--- config.mk ---
export PLATFORM = sky130hd
export DESIGN_NAME = source_lexer_stream_core_flat
export DESIGN_NICKNAME = d
export VERILOG_FILES = /design/src/rtl/slx_pkg.sv /design/src/rtl/slx_in_if.sv /design/src/rtl/slx_out_if.sv /design/src/rtl/slx_front.sv /design/src/rtl/slx_cmd_fifo.sv /design/src/rtl/slx_back.sv /design/src/rtl/source_lexer_stream_core.sv /design/src/flat_wrapper.sv
export SDC_FILE = /design/constraint.sdc
export NUM_CORES = 1
export LEC_CHECK = 0
export BUFFER_PORTS_ARGS = -buffer_cell sky130_fd_sc_hd__buf_2
export CORE_MARGIN = 5
export CORE_UTILIZATION = 35
export DETAILED_ROUTE_END_ITERATION = 10
export GPL_TIMING_DRIVEN = 0
export PLACE_DENSITY_LB_ADDON = 0.25
export SYNTH_ARGS = -nofsm -noshare
export SYNTH_HDL_FRONTEND = slang
export SYNTH_HIERARCHICAL = 1
export SYNTH_SLANG_ARGS = --single-unit
--- constraint.sdc ---
create_clock -name clk -period 4.9 [get_ports clk]
set_input_delay 0 -clock clk [delete_from_list [all_inputs] [get_ports clk]]
set_output_delay 0 -clock clk [all_outputs]
set_load 0.01 [all_outputs]
--- src/rtl/slx_pkg.sv ---
// shared types, character codes and the byte classifier of the source lexer
`timescale 1ns / 1ps

package slx_pkg;

  localparam int POS_BITS = 16;
  localparam logic [POS_BITS-1:0] POS_MAX = '1;
  localparam logic [POS_BITS-1:0] POS_ONE = POS_BITS'(1);

  localparam int FIFO_DEPTH = 4;
  localparam int FIFO_AW    = $clog2(FIFO_DEPTH);

  localparam logic [7:0] CH_UNDERSCORE = 8'h5F;
  localparam logic [7:0] CH_HASH       = 8'h23;
  localparam logic [7:0] CH_QUOTE      = 8'h22;
  localparam logic [7:0] CH_BSLASH     = 8'h5C;
  localparam logic [7:0] CH_LF         = 8'h0A;
  localparam logic [7:0] CH_N          = 8'h6E;

  typedef enum logic [2:0] {
    TY_NONE      = 3'd0,
    TY_ALPHA     = 3'd1,
    TY_SPACE     = 3'd2,
    TY_CNTRL     = 3'd3,
    TY_DIGIT     = 3'd4,
    TY_PUNCT     = 3'd5,
    TY_QUOTE     = 3'd6,
    TY_DIRECTIVE = 3'd7
  } tok_type_t;

  // results an input item causes, in emission order from bnd to flush
  typedef struct packed {
    logic bnd;
    logic c0;
    logic c1;
    logic c2;
    logic flush;
  } step_mask_t;

  typedef struct packed {
    step_mask_t            steps;
    tok_type_t             bnd_type;
    tok_type_t             flush_type;
    logic [7:0]            first_byte;
    logic [POS_BITS-1:0]   line;
    logic [POS_BITS-1:0]   col;
  } slx_cmd_t;

  function automatic tok_type_t classify(input logic [7:0] b);
    tok_type_t t;
    if (b == CH_UNDERSCORE || (b >= 8'h41 && b <= 8'h5A) || (b >= 8'h61 && b <= 8'h7A)) begin
      t = TY_ALPHA;
    end else if (b == 8'h20 || (b >= 8'h09 && b <= 8'h0D)) begin
      t = TY_SPACE;
    end else if (b < 8'h20 || b == 8'h7F) begin
      t = TY_CNTRL;
    end else if (b >= 8'h30 && b <= 8'h39) begin
      t = TY_DIGIT;
    end else if (b < 8'h7F) begin
      t = TY_PUNCT;
    end else begin
      t = TY_NONE;
    end
    return t;
  endfunction

endpackage

--- src/rtl/slx_in_if.sv ---
// input channel of the source lexer: one source byte per item
`timescale 1ns / 1ps

interface slx_in_if;
  logic       valid;
  logic       ready;
  logic [7:0] source_byte;
  logic       end_of_text;

  modport source (output valid, output source_byte, output end_of_text, input ready);
  modport sink   (input valid, input source_byte, input end_of_text, output ready);
endinterface

--- src/rtl/slx_out_if.sv ---
// result channel of the source lexer: one content or boundary event per item
`timescale 1ns / 1ps

interface slx_out_if;
  logic        valid;
  logic        ready;
  logic        event_kind;
  logic [7:0]  content_byte;
  logic [2:0]  closed_type;
  logic [15:0] start_line;
  logic [15:0] start_column;
  logic        last_of_run;

  modport source (output valid, output event_kind, output content_byte, output closed_type,
                  output start_line, output start_column, output last_of_run, input ready);
  modport sink   (input valid, input event_kind, input content_byte, input closed_type,
                  input start_line, input start_column, input last_of_run, output ready);
endinterface

--- src/rtl/slx_front.sv ---
// front end: classifies each byte, keeps token and position state, builds a command
`timescale 1ns / 1ps

module slx_front import slx_pkg::*; (
  input  logic     clk,
  input  logic     rst_n,
  slx_in_if.sink   in_ch,
  output slx_cmd_t cmd,
  output logic     cmd_valid,
  input  logic     cmd_full
);

  tok_type_t           tt_r, tt_nxt, tt_upd, cls;
  logic                esc_r, esc_nxt, esc_upd;
  logic [POS_BITS-1:0] line_r, line_nxt, line_upd;
  logic [POS_BITS-1:0] col_r, col_nxt, col_upd;
  logic [7:0]          b;
  logic [7:0]          first_byte;
  step_mask_t          steps;
  logic                acc;

  assign in_ch.ready = !cmd_full;
  assign acc         = in_ch.valid && !cmd_full;

  always_comb begin
    b      = in_ch.source_byte;
    cls    = classify(b);
    line_upd = line_r;
    col_upd  = col_r;
    // newline restarts the column, everything else advances it up to its maximum
    if (b == CH_LF) begin
      if (line_r != POS_MAX) line_upd = line_r + POS_ONE;
      col_upd = POS_ONE;
    end else if (col_r != POS_MAX) begin
      col_upd = col_r + POS_ONE;
    end

    steps      = '0;
    first_byte = b;
    tt_upd     = tt_r;
    esc_upd    = esc_r;
    case (tt_r)
      TY_DIRECTIVE: begin
        if (b == CH_LF) begin
          steps.bnd = 1'b1;
          tt_upd    = TY_NONE;
        end
        steps.c0 = 1'b1;
      end
      TY_QUOTE: begin
        if (b == CH_BSLASH) begin
          esc_upd  = 1'b1;
          steps.c0 = 1'b1;
        end else if (b == CH_QUOTE && !esc_r) begin
          steps.bnd = 1'b1;
          tt_upd    = TY_NONE;
        end else if (b == CH_LF) begin
          // newline inside quotes expands to backslash, n, newline
          steps.c0   = 1'b1;
          steps.c1   = 1'b1;
          steps.c2   = 1'b1;
          first_byte = CH_BSLASH;
        end else begin
          esc_upd  = 1'b0;
          steps.c0 = 1'b1;
        end
      end
      default: begin
        if (cls != tt_r || tt_r == TY_NONE || cls == TY_PUNCT) begin
          steps.bnd = (tt_r != TY_NONE);
          if (b == CH_QUOTE) begin
            tt_upd = TY_QUOTE;
          end else begin
            tt_upd   = (b == CH_HASH) ? TY_DIRECTIVE : cls;
            steps.c0 = 1'b1;
          end
        end else begin
          steps.c0 = 1'b1;
        end
      end
    endcase
    steps.flush = in_ch.end_of_text;

    cmd.steps      = steps;
    cmd.bnd_type   = tt_r;
    cmd.flush_type = tt_upd;
    cmd.first_byte = first_byte;
    cmd.line       = line_upd;
    cmd.col        = col_upd;

    // last byte of the text returns all state to its reset values
    if (in_ch.end_of_text) begin
      tt_nxt   = TY_NONE;
      esc_nxt  = 1'b0;
      line_nxt = POS_ONE;
      col_nxt  = POS_ONE;
    end else begin
      tt_nxt   = tt_upd;
      esc_nxt  = esc_upd;
      line_nxt = line_upd;
      col_nxt  = col_upd;
    end
  end

  assign cmd_valid = acc && (steps != '0);

  always_ff @(posedge clk) begin
    if (!rst_n) begin
      tt_r   <= TY_NONE;
      esc_r  <= 1'b0;
      line_r <= POS_ONE;
      col_r  <= POS_ONE;
    end else if (acc) begin
      tt_r   <= tt_nxt;
      esc_r  <= esc_nxt;
      line_r <= line_nxt;
      col_r  <= col_nxt;
    end
  end

`ifndef SYNTHESIS
  a_eot_resets: assert property (@(posedge clk) disable iff (!rst_n)
    acc && in_ch.end_of_text |=> tt_r == TY_NONE && !esc_r && line_r == POS_ONE
                                 && col_r == POS_ONE)
    else $error("state not cleared after end of text");
  a_quote_only_escape: assert property (@(posedge clk) disable iff (!rst_n)
    tt_r != TY_QUOTE |-> !esc_r)
    else $error("escape flag set outside a quote");
  a_push_has_room: assert property (@(posedge clk) disable iff (!rst_n)
    cmd_valid |-> !cmd_full)
    else $error("command offered while the queue is full");
`endif

endmodule

--- src/rtl/slx_cmd_fifo.sv ---
// short command queue between the front end and the result sequencer
`timescale 1ns / 1ps

module slx_cmd_fifo import slx_pkg::*; (
  input  logic     clk,
  input  logic     rst_n,
  input  logic     push,
  input  slx_cmd_t din,
  output logic     full,
  output logic     valid,
  output slx_cmd_t dout,
  input  logic     pop
);

  slx_cmd_t           mem [FIFO_DEPTH];
  logic [FIFO_AW-1:0] wr_ptr_r, rd_ptr_r;
  logic [FIFO_AW:0]   count_r, count_nxt;
  logic               do_push, do_pop;

  assign full    = (count_r == (FIFO_AW+1)'(FIFO_DEPTH));
  assign valid   = (count_r != '0);
  assign dout    = mem[rd_ptr_r];
  assign do_push = push && !full;
  assign do_pop  = pop && valid;

  always_comb begin
    count_nxt = count_r;
    if (do_push && !do_pop) count_nxt = count_r + 1'b1;
    else if (do_pop && !do_push) count_nxt = count_r - 1'b1;
  end

  always_ff @(posedge clk) begin
    if (!rst_n) begin
      wr_ptr_r <= '0;
      rd_ptr_r <= '0;
      count_r  <= '0;
    end else begin
      if (do_push) wr_ptr_r <= wr_ptr_r + 1'b1;
      if (do_pop) rd_ptr_r <= rd_ptr_r + 1'b1;
      count_r <= count_nxt;
    end
  end

  always_ff @(posedge clk) begin
    if (do_push) mem[wr_ptr_r] <= din;
  end

`ifndef SYNTHESIS
  a_no_overflow: assert property (@(posedge clk) disable iff (!rst_n)
    !(push && full))
    else $error("command pushed into a full queue");
  a_count_bound: assert property (@(posedge clk) disable iff (!rst_n)
    count_r <= (FIFO_AW+1)'(FIFO_DEPTH))
    else $error("queue count beyond depth");
  a_count_step: assert property (@(posedge clk) disable iff (!rst_n)
    do_push && !do_pop |=> count_r == $past(count_r) + 1'b1)
    else $error("queue count did not follow a push");
`endif

endmodule

--- src/rtl/slx_back.sv ---
// back end: expands each command into result items through an output register
`timescale 1ns / 1ps

module slx_back import slx_pkg::*; (
  input  logic     clk,
  input  logic     rst_n,
  input  slx_cmd_t cmd,
  input  logic     cmd_valid,
  output logic     cmd_pop,
  slx_out_if.source out_ch
);

  slx_cmd_t   cur_r;
  step_mask_t steps_r, steps_nxt, steps_left;
  logic       busy, load;
  logic       out_valid_r;
  logic       kind_r, kind_nxt;
  logic [7:0] byte_r, byte_nxt;
  tok_type_t  type_r, type_nxt;
  logic [15:0] line_r, col_r, line_nxt, col_nxt;
  logic       last_r;

  assign busy = (steps_r != '0);
  assign load = busy && (!out_valid_r || out_ch.ready);

  always_comb begin
    steps_left = steps_r;
    kind_nxt   = 1'b0;
    byte_nxt   = 8'h00;
    type_nxt   = TY_NONE;
    line_nxt   = 16'h0000;
    col_nxt    = 16'h0000;
    // earliest pending step in emission order goes out first
    if (steps_r.bnd) begin
      steps_left.bnd = 1'b0;
      kind_nxt       = 1'b1;
      type_nxt       = cur_r.bnd_type;
      line_nxt       = 16'(cur_r.line);
      col_nxt        = 16'(cur_r.col);
    end else if (steps_r.c0) begin
      steps_left.c0 = 1'b0;
      byte_nxt      = cur_r.first_byte;
    end else if (steps_r.c1) begin
      steps_left.c1 = 1'b0;
      byte_nxt      = CH_N;
    end else if (steps_r.c2) begin
      steps_left.c2 = 1'b0;
      byte_nxt      = CH_LF;
    end else if (steps_r.flush) begin
      steps_left.flush = 1'b0;
      kind_nxt         = 1'b1;
      type_nxt         = cur_r.flush_type;
      line_nxt         = 16'(cur_r.line);
      col_nxt          = 16'(cur_r.col);
    end
  end

  assign cmd_pop = cmd_valid && (!busy || (load && steps_left == '0));

  always_comb begin
    steps_nxt = steps_r;
    if (cmd_pop) steps_nxt = cmd.steps;
    else if (load) steps_nxt = steps_left;
  end

  always_ff @(posedge clk) begin
    if (!rst_n) begin
      steps_r     <= '0;
      out_valid_r <= 1'b0;
    end else begin
      steps_r <= steps_nxt;
      if (load) out_valid_r <= 1'b1;
      else if (out_ch.ready) out_valid_r <= 1'b0;
    end
  end

  always_ff @(posedge clk) begin
    if (cmd_pop) cur_r <= cmd;
    if (load) begin
      kind_r <= kind_nxt;
      byte_r <= byte_nxt;
      type_r <= type_nxt;
      line_r <= line_nxt;
      col_r  <= col_nxt;
      last_r <= (steps_left == '0);
    end
  end

  assign out_ch.valid        = out_valid_r;
  assign out_ch.event_kind   = kind_r;
  assign out_ch.content_byte = byte_r;
  assign out_ch.closed_type  = type_r;
  assign out_ch.start_line   = line_r;
  assign out_ch.start_column = col_r;
  assign out_ch.last_of_run  = last_r;

`ifndef SYNTHESIS
  a_no_pop_midway: assert property (@(posedge clk) disable iff (!rst_n)
    cmd_pop && busy |-> load && steps_left == '0)
    else $error("new command taken before the current one finished");
  a_last_ends_cmd: assert property (@(posedge clk) disable iff (!rst_n)
    load && steps_left == '0 && !cmd_pop |=> !busy)
    else $error("steps left after the final item of a byte");
  a_out_hold: assert property (@(posedge clk) disable iff (!rst_n)
    out_ch.valid && !out_ch.ready |=> out_ch.valid && $stable(out_ch.event_kind)
                                      && $stable(out_ch.content_byte)
                                      && $stable(out_ch.last_of_run))
    else $error("waiting item changed before it was taken");
`endif

endmodule

--- src/rtl/source_lexer_stream_core.sv ---
// top level of the character-class source lexer
`timescale 1ns / 1ps

// usage:
//   in_ch takes one source byte per item with an end_of_text flag on the final byte
//   out_ch gives content events (event_kind 0) and token boundary events
//   (event_kind 1: closed type plus start line and column of the new token);
//   last_of_run marks the final item caused by one input byte
//   a byte causes zero to four items; a byte causing none leaves no trace at out_ch
// timing:
//   a byte accepted passes the command queue, the back end's command register and
//   the output register before its first item is shown
//   the front end takes one byte every cycle while the command queue has room;
//   the back end issues one item per cycle while out_ch.ready allows, so sustained
//   rate is set by the number of items per byte
// reset:
//   synchronous active-low rst_n empties the queue and the output register and
//   returns token type none, line 1, column 1; no initialisation pass is needed
// stalls:
//   a low out_ch.ready holds the output register; the four-entry command queue
//   keeps taking bytes until it fills, then in_ch.ready drops
module source_lexer_stream_core import slx_pkg::*; (
  input  logic      clk,
  input  logic      rst_n,
  slx_in_if.sink    in_ch,
  slx_out_if.source out_ch
);

  // command from the classifier into the queue
  slx_cmd_t push_cmd;
  logic     push_valid;
  logic     q_full;

  // command from the queue into the result sequencer
  slx_cmd_t pop_cmd;
  logic     pop_valid;
  logic     pop_take;

  // classification, token state and line/column tracking
  slx_front u_front (
    .clk       (clk),
    .rst_n     (rst_n),
    .in_ch     (in_ch),
    .cmd       (push_cmd),
    .cmd_valid (push_valid),
    .cmd_full  (q_full)
  );

  // decouples byte intake from result expansion
  slx_cmd_fifo u_fifo (
    .clk   (clk),
    .rst_n (rst_n),
    .push  (push_valid),
    .din   (push_cmd),
    .full  (q_full),
    .valid (pop_valid),
    .dout  (pop_cmd),
    .pop   (pop_take)
  );

  // one result item per cycle into the output register while out_ch.ready allows
  slx_back u_back (
    .clk       (clk),
    .rst_n     (rst_n),
    .cmd       (pop_cmd),
    .cmd_valid (pop_valid),
    .cmd_pop   (pop_take),
    .out_ch    (out_ch)
  );

endmodule
--- src/flat_wrapper.sv ---
// flat-port wrapper written by rule: the top's interface ports become plain ports
module source_lexer_stream_core_flat import slx_pkg::*;
  (clk, rst_n, in_ch_valid, in_ch_source_byte, in_ch_end_of_text, in_ch_ready, out_ch_valid, out_ch_event_kind, out_ch_content_byte, out_ch_closed_type, out_ch_start_line, out_ch_start_column, out_ch_last_of_run, out_ch_ready);
  slx_in_if in_ch_i ();
  slx_out_if out_ch_i ();
  input  logic clk;
  input  logic rst_n;
  input wire logic [$bits(in_ch_i.valid)-1:0] in_ch_valid;
  input wire logic [$bits(in_ch_i.source_byte)-1:0] in_ch_source_byte;
  input wire logic [$bits(in_ch_i.end_of_text)-1:0] in_ch_end_of_text;
  output wire logic [$bits(in_ch_i.ready)-1:0] in_ch_ready;
  output wire logic [$bits(out_ch_i.valid)-1:0] out_ch_valid;
  output wire logic [$bits(out_ch_i.event_kind)-1:0] out_ch_event_kind;
  output wire logic [$bits(out_ch_i.content_byte)-1:0] out_ch_content_byte;
  output wire logic [$bits(out_ch_i.closed_type)-1:0] out_ch_closed_type;
  output wire logic [$bits(out_ch_i.start_line)-1:0] out_ch_start_line;
  output wire logic [$bits(out_ch_i.start_column)-1:0] out_ch_start_column;
  output wire logic [$bits(out_ch_i.last_of_run)-1:0] out_ch_last_of_run;
  input wire logic [$bits(out_ch_i.ready)-1:0] out_ch_ready;
  assign in_ch_i.valid = in_ch_valid;
  assign in_ch_i.source_byte = in_ch_source_byte;
  assign in_ch_i.end_of_text = in_ch_end_of_text;
  assign in_ch_ready = in_ch_i.ready;
  assign out_ch_valid = out_ch_i.valid;
  assign out_ch_event_kind = out_ch_i.event_kind;
  assign out_ch_content_byte = out_ch_i.content_byte;
  assign out_ch_closed_type = out_ch_i.closed_type;
  assign out_ch_start_line = out_ch_i.start_line;
  assign out_ch_start_column = out_ch_i.start_column;
  assign out_ch_last_of_run = out_ch_i.last_of_run;
  assign out_ch_i.ready = out_ch_ready;
  source_lexer_stream_core u_core (.clk(clk), .rst_n(rst_n), .in_ch(in_ch_i), .out_ch(out_ch_i));
endmodule
# == Yosys cells after proc, flatten, opt, wreduce, memory -nomap -nowiden ==
# Memories as Yosys holds them, arrays and structs flattened. A register that Yosys moved wholly into a read port is not among the register bits.
# Index checks and enable logic that the tools add are counted.
# totals
register_bits,140
memories,1
word_cells,172
input_bits,13
output_inout_bits,47
mem_bits_rw,204
# op_classes
eq_ne,16
add_sub_neg,6
n_reduce_logical,39
n_mux,76
order_cmp,10
# memory_table
name,words,word_bits,read_ports,rd_clocked_by_memory_dff,wr,line,text
u_core.u_fifo.mem,4,51,1,1,1,slx_cmd_fifo.sv:15,slx_cmd_t mem [FIFO_DEPTH];
# op_table
cell,count
$mux W16,16
$mux W3,21
$mux W8,5
$add A16 B1 Y16 const B,2
$ne A16 B16 Y1 const B,2
$eq A8 B6 Y1 const B,3
$eq A8 B7 Y1 const B,3
$mux W1,21
$ge A8 B7 Y1 const B,2
$le A8 B7 Y1 const B,2
$logic_and A1 B1 Y1,14
$eq A3 B3 Y1 const B,4
$mux W2,6
$mux W5,2
$reduce_bool A5 Y1,2
$eq A8 B4 Y1 const B,1
$ge A8 B4 Y1 const B,1
$ge A8 B6 Y1 const B,1
$le A8 B4 Y1 const B,1
$le A8 B6 Y1 const B,1
$logic_or A1 B1 Y1,8
$lt A8 B6 Y1 const B,1
$lt A8 B7 Y1 const B,1
$mux W4,2
15 further kinds,25

# == Longest topological paths before layout ==
# depth
depth_word,18
mapped_depth,16

# == Modules after synthesis ==
# Netlist, hierarchy kept.
# by_module_without_submodules
mod,area_per_inst_um2,seq_area_each_um2,n_inst,cells_each
slx_cmd_fifo,7898.8,6306.0,1,315
slx_back,3400.8,2852.7,1,188
slx_front,2705.1,720.7,1,364

# == Least setup slack after synthesis ==
# OpenSTA, ideal clock, no wires.
# synth_path
path_kind,reg2reg
startpoint,reg u_core/u_back/steps_r[1] (netlist name)
endpoint,reg u_core.u_fifo.count_r[2]
arrival_ns,4.685
path_buffers,0
path_stages_with_launch,12
setup_ns,0.076
path_slack_ns,0.140
period_less_slack_ns,4.760
cell_sequence,dfxtp_1 > or4_4 > a21o_1 > o31a_4 > nor2b_1 > o31ai_2 > ha_1 > inv_1 > fa_1 > xor2_1 > or3_1 > a21boi_0
# synth_between
elab_chain_cells,12
# synth_lines
element,line,text
start: declaration,slx_back.sv:14,"step_mask_t steps_r, steps_nxt, steps_left;"
start signal: assignment,slx_back.sv:71,steps_r <= steps_nxt;
$mux W1,slx_back.sv:46,end else if (steps_r.c2) begin
$mux W2,slx_back.sv:43,end else if (steps_r.c1) begin
$mux W3,slx_back.sv:40,end else if (steps_r.c0) begin
$mux W4,slx_back.sv:34,if (steps_r.bnd) begin
$logic_not A5 Y1,slx_back.sv:58,assign cmd_pop = cmd_valid && (!busy || (load && steps_left == '0));
$logic_and A1 B1 Y1,slx_back.sv:58,
$logic_or A1 B1 Y1 (*),slx_back.sv:58,
$logic_and A1 B1 Y1 (*),slx_back.sv:58,
net u_core.pop_take,source_lexer_stream_core.sv:37,logic pop_take;
$logic_and A1 B1 Y1 (*),slx_cmd_fifo.sv:24,assign do_pop = pop && valid;
$logic_not A1 Y1,slx_cmd_fifo.sv:28,if (do_push && !do_pop) count_nxt = count_r + 1'b1;
$logic_and A1 B1 Y1,slx_cmd_fifo.sv:28,
$mux W3 / $reduce_bool A2 Y1 (equally long branches),--,
end signal: assignment,slx_cmd_fifo.sv:40,count_r <= count_nxt;
end: declaration,slx_cmd_fifo.sv:17,"logic [FIFO_AW:0] count_r, count_nxt;"
# Mark *: on every way through the listed nets, which the timed path passes. The rest lies on a longest branch.
# A chain may end at the register's enable or synchronous reset.

==> flow_metrics.py <==
metrics = {
    "logic_synthesis": {
        "synth_ff_type": "sky130_fd_sc_hd__edfxtp_1",
        "synth_top_cell_area_share_pct": 63.25,
        "syn-mean-instance-area_sq_um": 16.15,
        "seq_cells_post_synth": 346,
        "yosysUniqueCellTypes": 71,
        "postSynthCellCount": 867,
        "synthArstFlopShare_pct": 0,
        "yosysWarningCount": 6,
        "synth_edf_count": 295,
        "ys_top_cells_by_area": "sky130_fd_sc_hd__edfxtp_1 (63%), sky130_fd_sc_hd__mux4_2 (8.2%), sky130_fd_sc_hd__dfxtp_1 (7.3%), sky130_fd_sc_hd__nor2b_1 (2.6%), sky130_fd_sc_hd__nand2_1 (1.1%)",
        "sequential_to_total_area_share_from_yosys_stat_pct": 70.54,
        "netlist_area_sq_um": 14000,
        "synth_largest_area_cell": "sky130_fd_sc_hd__edfxtp_1",
        "syn-num-nets": 888,
    },
    "sta": {
        "setup_total_negative_slack_ns": 0,
        "timing.max_slew.rel_slack_pct": 40.55,
        "timing.final.crit_period_ns": 4.209,
        "finClkSkew_ns": 0.009806,
        "finalCritPeriodShare_pct": 85.91,
        "timing.final.setup_violations": 0,
        "hold_violation_total_from_the_final_report": 0,
        "grt_setup_unrepaired": "no",
        "tightestPinTransition_ns": 0.8917,
        "slew_viol_final": 0,
        "max_freq_ghz": 0.2376,
    },
    "detailed_routing": {
        "wl_per_cell_microns": 18.49,
        "dr.pass1.iters": 5,
        "route.final.wire_length_mm": 28.12,
        "detail-route-antenna-nets": 0,
        "topRoutingLayerUsed": "met5",
        "routedLengthMet1_mm": 12.72,
        "met3RoutedLength_mm": 1.180,
        "detailroute.via_count": 7570,
        "via_per_inst": 4.977,
        "drt_drc_violations_left": 0,
        "first_iter_violations": 460,
        "met2_wirelength_mm": 13.61,
    },
    "grt": {
        "globalRouteOverflowTotal": 0,
        "globalRouteTotalUtil_pct": 12.79,
        "grt_start_max_net_pins": 52,
        "via_count_of_the_first_global_routing_pass": 7676,
        "grt_antenna_before_repair": 1,
        "grt_pass1_wl_mm": 44.24,
    },
    "power_and_ir_drop": {
        "power.leakage_nw": 5.470,
        "cellPowerDensity_nw_per_um2": 554.2,
        "max-vdd-ir-drop_mv": 0.2663,
    },
    "floorplan": {
        "core_area_sq_um": 39640,
        "fp.dieW_microns": 210.0,
        "initial_utilization_pct": 35.33,
        "die_h_microns": 210.0,
        "total_die_area_sq_um": 44110,
        "floorplan.io_pins": 60,
        "fp-row-count": 73,
    },
    "place": {
        "dp.cells": 1450,
        "postPlaceCellArea_sq_um": 15010,
        "place.gp.congestion": 0.8127,
        "post_dp_hpwl_mm": 17.92,
        "port-buffer-count": 56,
    },
    "clock_network": {
        "tritoncts.num_buffers": 36,
        "clk_latency_ns": 0.51,
        "clock_sinks": 346,
        "ctsLongestPathBuffers": 3,
        "h-tree-depth": 2,
        "cts_tree": "built",
        "clk_pin_slew_ns": 0.06,
        "clock-root-buffer": "sky130_fd_sc_hd__clkbuf_16",
        "cts_post_setup_buffers_inserted": 0,
    },
    "worst_setup_path": {
        "start_kind": "primary input",
        "worst_r2r_path_depth": 14,
        "crit_path_end_kind": "register",
        "worstPathMaxFanout": 9,
        "crit_path_top_delay_cell": "sky130_fd_sc_hd__or4b_2",
        "critical_path.max_stage_delay_ns": 0.67,
        "path_buf_inv": 4,
        "required_worst_endpoint_ns": 5.33,
        "critical_path_depth": 17,
        "worst-setup-path-type": "primary input to register",
        "arrival_ns": 4.64,
        "cell_by_cell_listing_of_the_critical_path": "dlygate4sd3_1, buf_6, or4b_2, a211oi_1, nor3_1, nand4_1, a21oi_1, o21ai_0, o31a_1, nor2b_1, buf_2, ha_1, inv_1, fa_1, xor2_1, or3_1, a21boi_0",
        "cp_top_family": "compound AO/OA/AOI/OAI gates",
    },
    "hold_path": {
        "hold_path.class": "primary input to register",
        "worstHoldPathCells": 4,
    },
    "finish": {
        "n_antenna_cell": 0,
        "final_net_count": 991,
        "postLayoutCellArea_sq_um": 16220,
        "syn_to_final_growth_pct": 15.80,
        "final-instance-count-excl-fill": 1521,
        "commonest_cells_after_routing_fill_and_taps_aside": "sky130_fd_sc_hd__edfxtp_1 (295), sky130_fd_sc_hd__buf_2 (68), sky130_fd_sc_hd__nor2b_1 (58), sky130_fd_sc_hd__dfxtp_1 (51), sky130_fd_sc_hd__mux4_2 (51)",
        "commonest_non_fill_non_tap_cell_in_the_layout": "sky130_fd_sc_hd__edfxtp_1",
        "drive_above_1_share_pct": 19.98,
    },
    "run_status": {
        "run_status": "finished clean",
    },
    "run": {
        "cap_violations": 0,
    },
}
## repair_timing
item,CTS,global route
hold buffers,7,0
gates resized for setup,0,0
hold endpoints to repair,20,0
## final timing paths
kind                                              from                       end  slack [ns]
worst min register to register    u_core/u_front/esc_r      u_core/u_front/esc_r        0.49
worst max-delay path              in_ch_source_byte[0]  u_core/u_fifo/count_r[2]        0.69
worst max register to register  u_core/u_front/tt_r[1]  u_core/u_fifo/count_r[2]        1.21
worst min-delay path                       in_ch_valid   u_core/u_front/col_r[0]        0.04
## cells by family (layout without fill, tap and decap cells)
kind of cell / after synthesis / after routing / synth area share (%)
flops: 346 / 346 / 70.54
simple gates: 256 / 256 / 10.06
fa+ha+maj: 8 / 8 / 0.7683
buf+inv: 57 / 186 / 2.421
xor+xnor: 25 / 25 / 1.563
compound gates: 114 / 114 / 5.691
mux: 61 / 61 / 8.952
## worst reg2reg max path, cell delays in order, from the launching register on
cell and delay (ns):
sky130_fd_sc_hd__dfxtp_1 0.45, sky130_fd_sc_hd__clkbuf_1 0.30, sky130_fd_sc_hd__nor3_1 0.10, sky130_fd_sc_hd__o311ai_0 0.53, sky130_fd_sc_hd__a32oi_1 0.17, sky130_fd_sc_hd__o21ai_0 0.30
sky130_fd_sc_hd__o31a_1 0.22, sky130_fd_sc_hd__nor2b_1 0.12, sky130_fd_sc_hd__buf_2 0.19, sky130_fd_sc_hd__ha_1 0.20, sky130_fd_sc_hd__inv_1 0.06, sky130_fd_sc_hd__fa_1 0.37
sky130_fd_sc_hd__xor2_1 0.16, sky130_fd_sc_hd__or3_1 0.30, sky130_fd_sc_hd__a21boi_0 0.15
## registers in the layout, indices dropped and copies added (netlist names), named ones only
signal and count:
u_core/u_fifo/mem 204, u_core/u_back/cur_r 46, u_core/u_back/out_ch.start_column 16, u_core/u_back/out_ch.start_line 16, u_core/u_front/col_r 16, u_core/u_front/line_r 16
u_core/u_back/out_ch.content_byte 8, u_core/u_back/steps_r 5, u_core/u_back/out_ch.closed_type 3, u_core/u_fifo/count_r 3, u_core/u_front/tt_r 3, u_core/u_fifo/rd_ptr_r 2
u_core/u_fifo/wr_ptr_r 2, u_core/u_back/out_ch.event_kind 1, u_core/u_back/out_ch.last_of_run 1, u_core/u_back/out_ch.valid 1, u_core/u_front/esc_r 1
## final cells by class
| class | count | area [sq um] |
|---|---|---|
| clock inverters | 15 | 170.2 |
| multi-input cells | 464 | 3811 |
| well taps | 525 | 656.9 |
| plain buffers | 46 | 297.8 |
| clock buffers | 49 | 970.9 |
| fillers | 3635 | 23420 |
| repair buffers | 65 | 390.4 |
| inverters | 11 | 41.29 |
| flip-flops and latches | 346 | 9879 |
## through the flow
stage | total power [mW] | util (%) | hold WS (ns) | setup slack [ns]
after floorplan | 5.717 | - | 0.1542 | 0.1396
after global placement | 6.412 | 37.69 | 0.2006 | -1.553
after detailed placement | 6.473 | 37.86 | 0.2093 | 0.7867
after CTS | 9.155 | 40.91 | 0.01884 | 0.7448
after global routing | 9.469 | 40.91 | 0.03057 | 0.4320
final | 8.988 | 40.91 | 0.04148 | 0.6906
## where the power goes
part | switching [mW] | internal [mW] | leakage [nW] | total (mW)
Clock | 1.05 | 1.60 | 0.552 | 2.65
Combinational | 1.22 | 0.861 | 1.60 | 2.09
Sequential | 0.167 | 4.09 | 3.31 | 4.26
Total | 2.44 | 6.55 | 5.47 | 8.99
## synthesized netlist by cell type (6+ instances only)
cell / count
sky130_fd_sc_hd__buf_2: 12
sky130_fd_sc_hd__dfxtp_1: 51
sky130_fd_sc_hd__or3_1: 9
sky130_fd_sc_hd__nor2_1: 40
sky130_fd_sc_hd__nand4_1: 10
sky130_fd_sc_hd__mux4_2: 51
sky130_fd_sc_hd__a21boi_0: 11
sky130_fd_sc_hd__a22o_1: 7
sky130_fd_sc_hd__nand3_1: 27
sky130_fd_sc_hd__nor3_1: 14
sky130_fd_sc_hd__edfxtp_1: 295
sky130_fd_sc_hd__and2_1: 18
sky130_fd_sc_hd__a21oi_1: 15
sky130_fd_sc_hd__nor2b_1: 59
sky130_fd_sc_hd__nand2_1: 41
sky130_fd_sc_hd__a22oi_1: 13
sky130_fd_sc_hd__and3_1: 7
sky130_fd_sc_hd__ha_1: 7
sky130_fd_sc_hd__mux2i_1: 6
sky130_fd_sc_hd__xnor2_1: 17
sky130_fd_sc_hd__inv_1: 11
sky130_fd_sc_hd__clkbuf_1: 23
sky130_fd_sc_hd__o21ai_0: 27
sky130_fd_sc_hd__xor2_1: 8
## per-layer routing
metal / global-route usage (%) / up-vias
met5: 0 / -
met4: 3.623 / 2
met3: 2.307 / 43
met2: 21.31 / 137
met1: 17.37 / 3815
li1: - / 3573
Note: power is estimated with default switching activity, not from simulation.
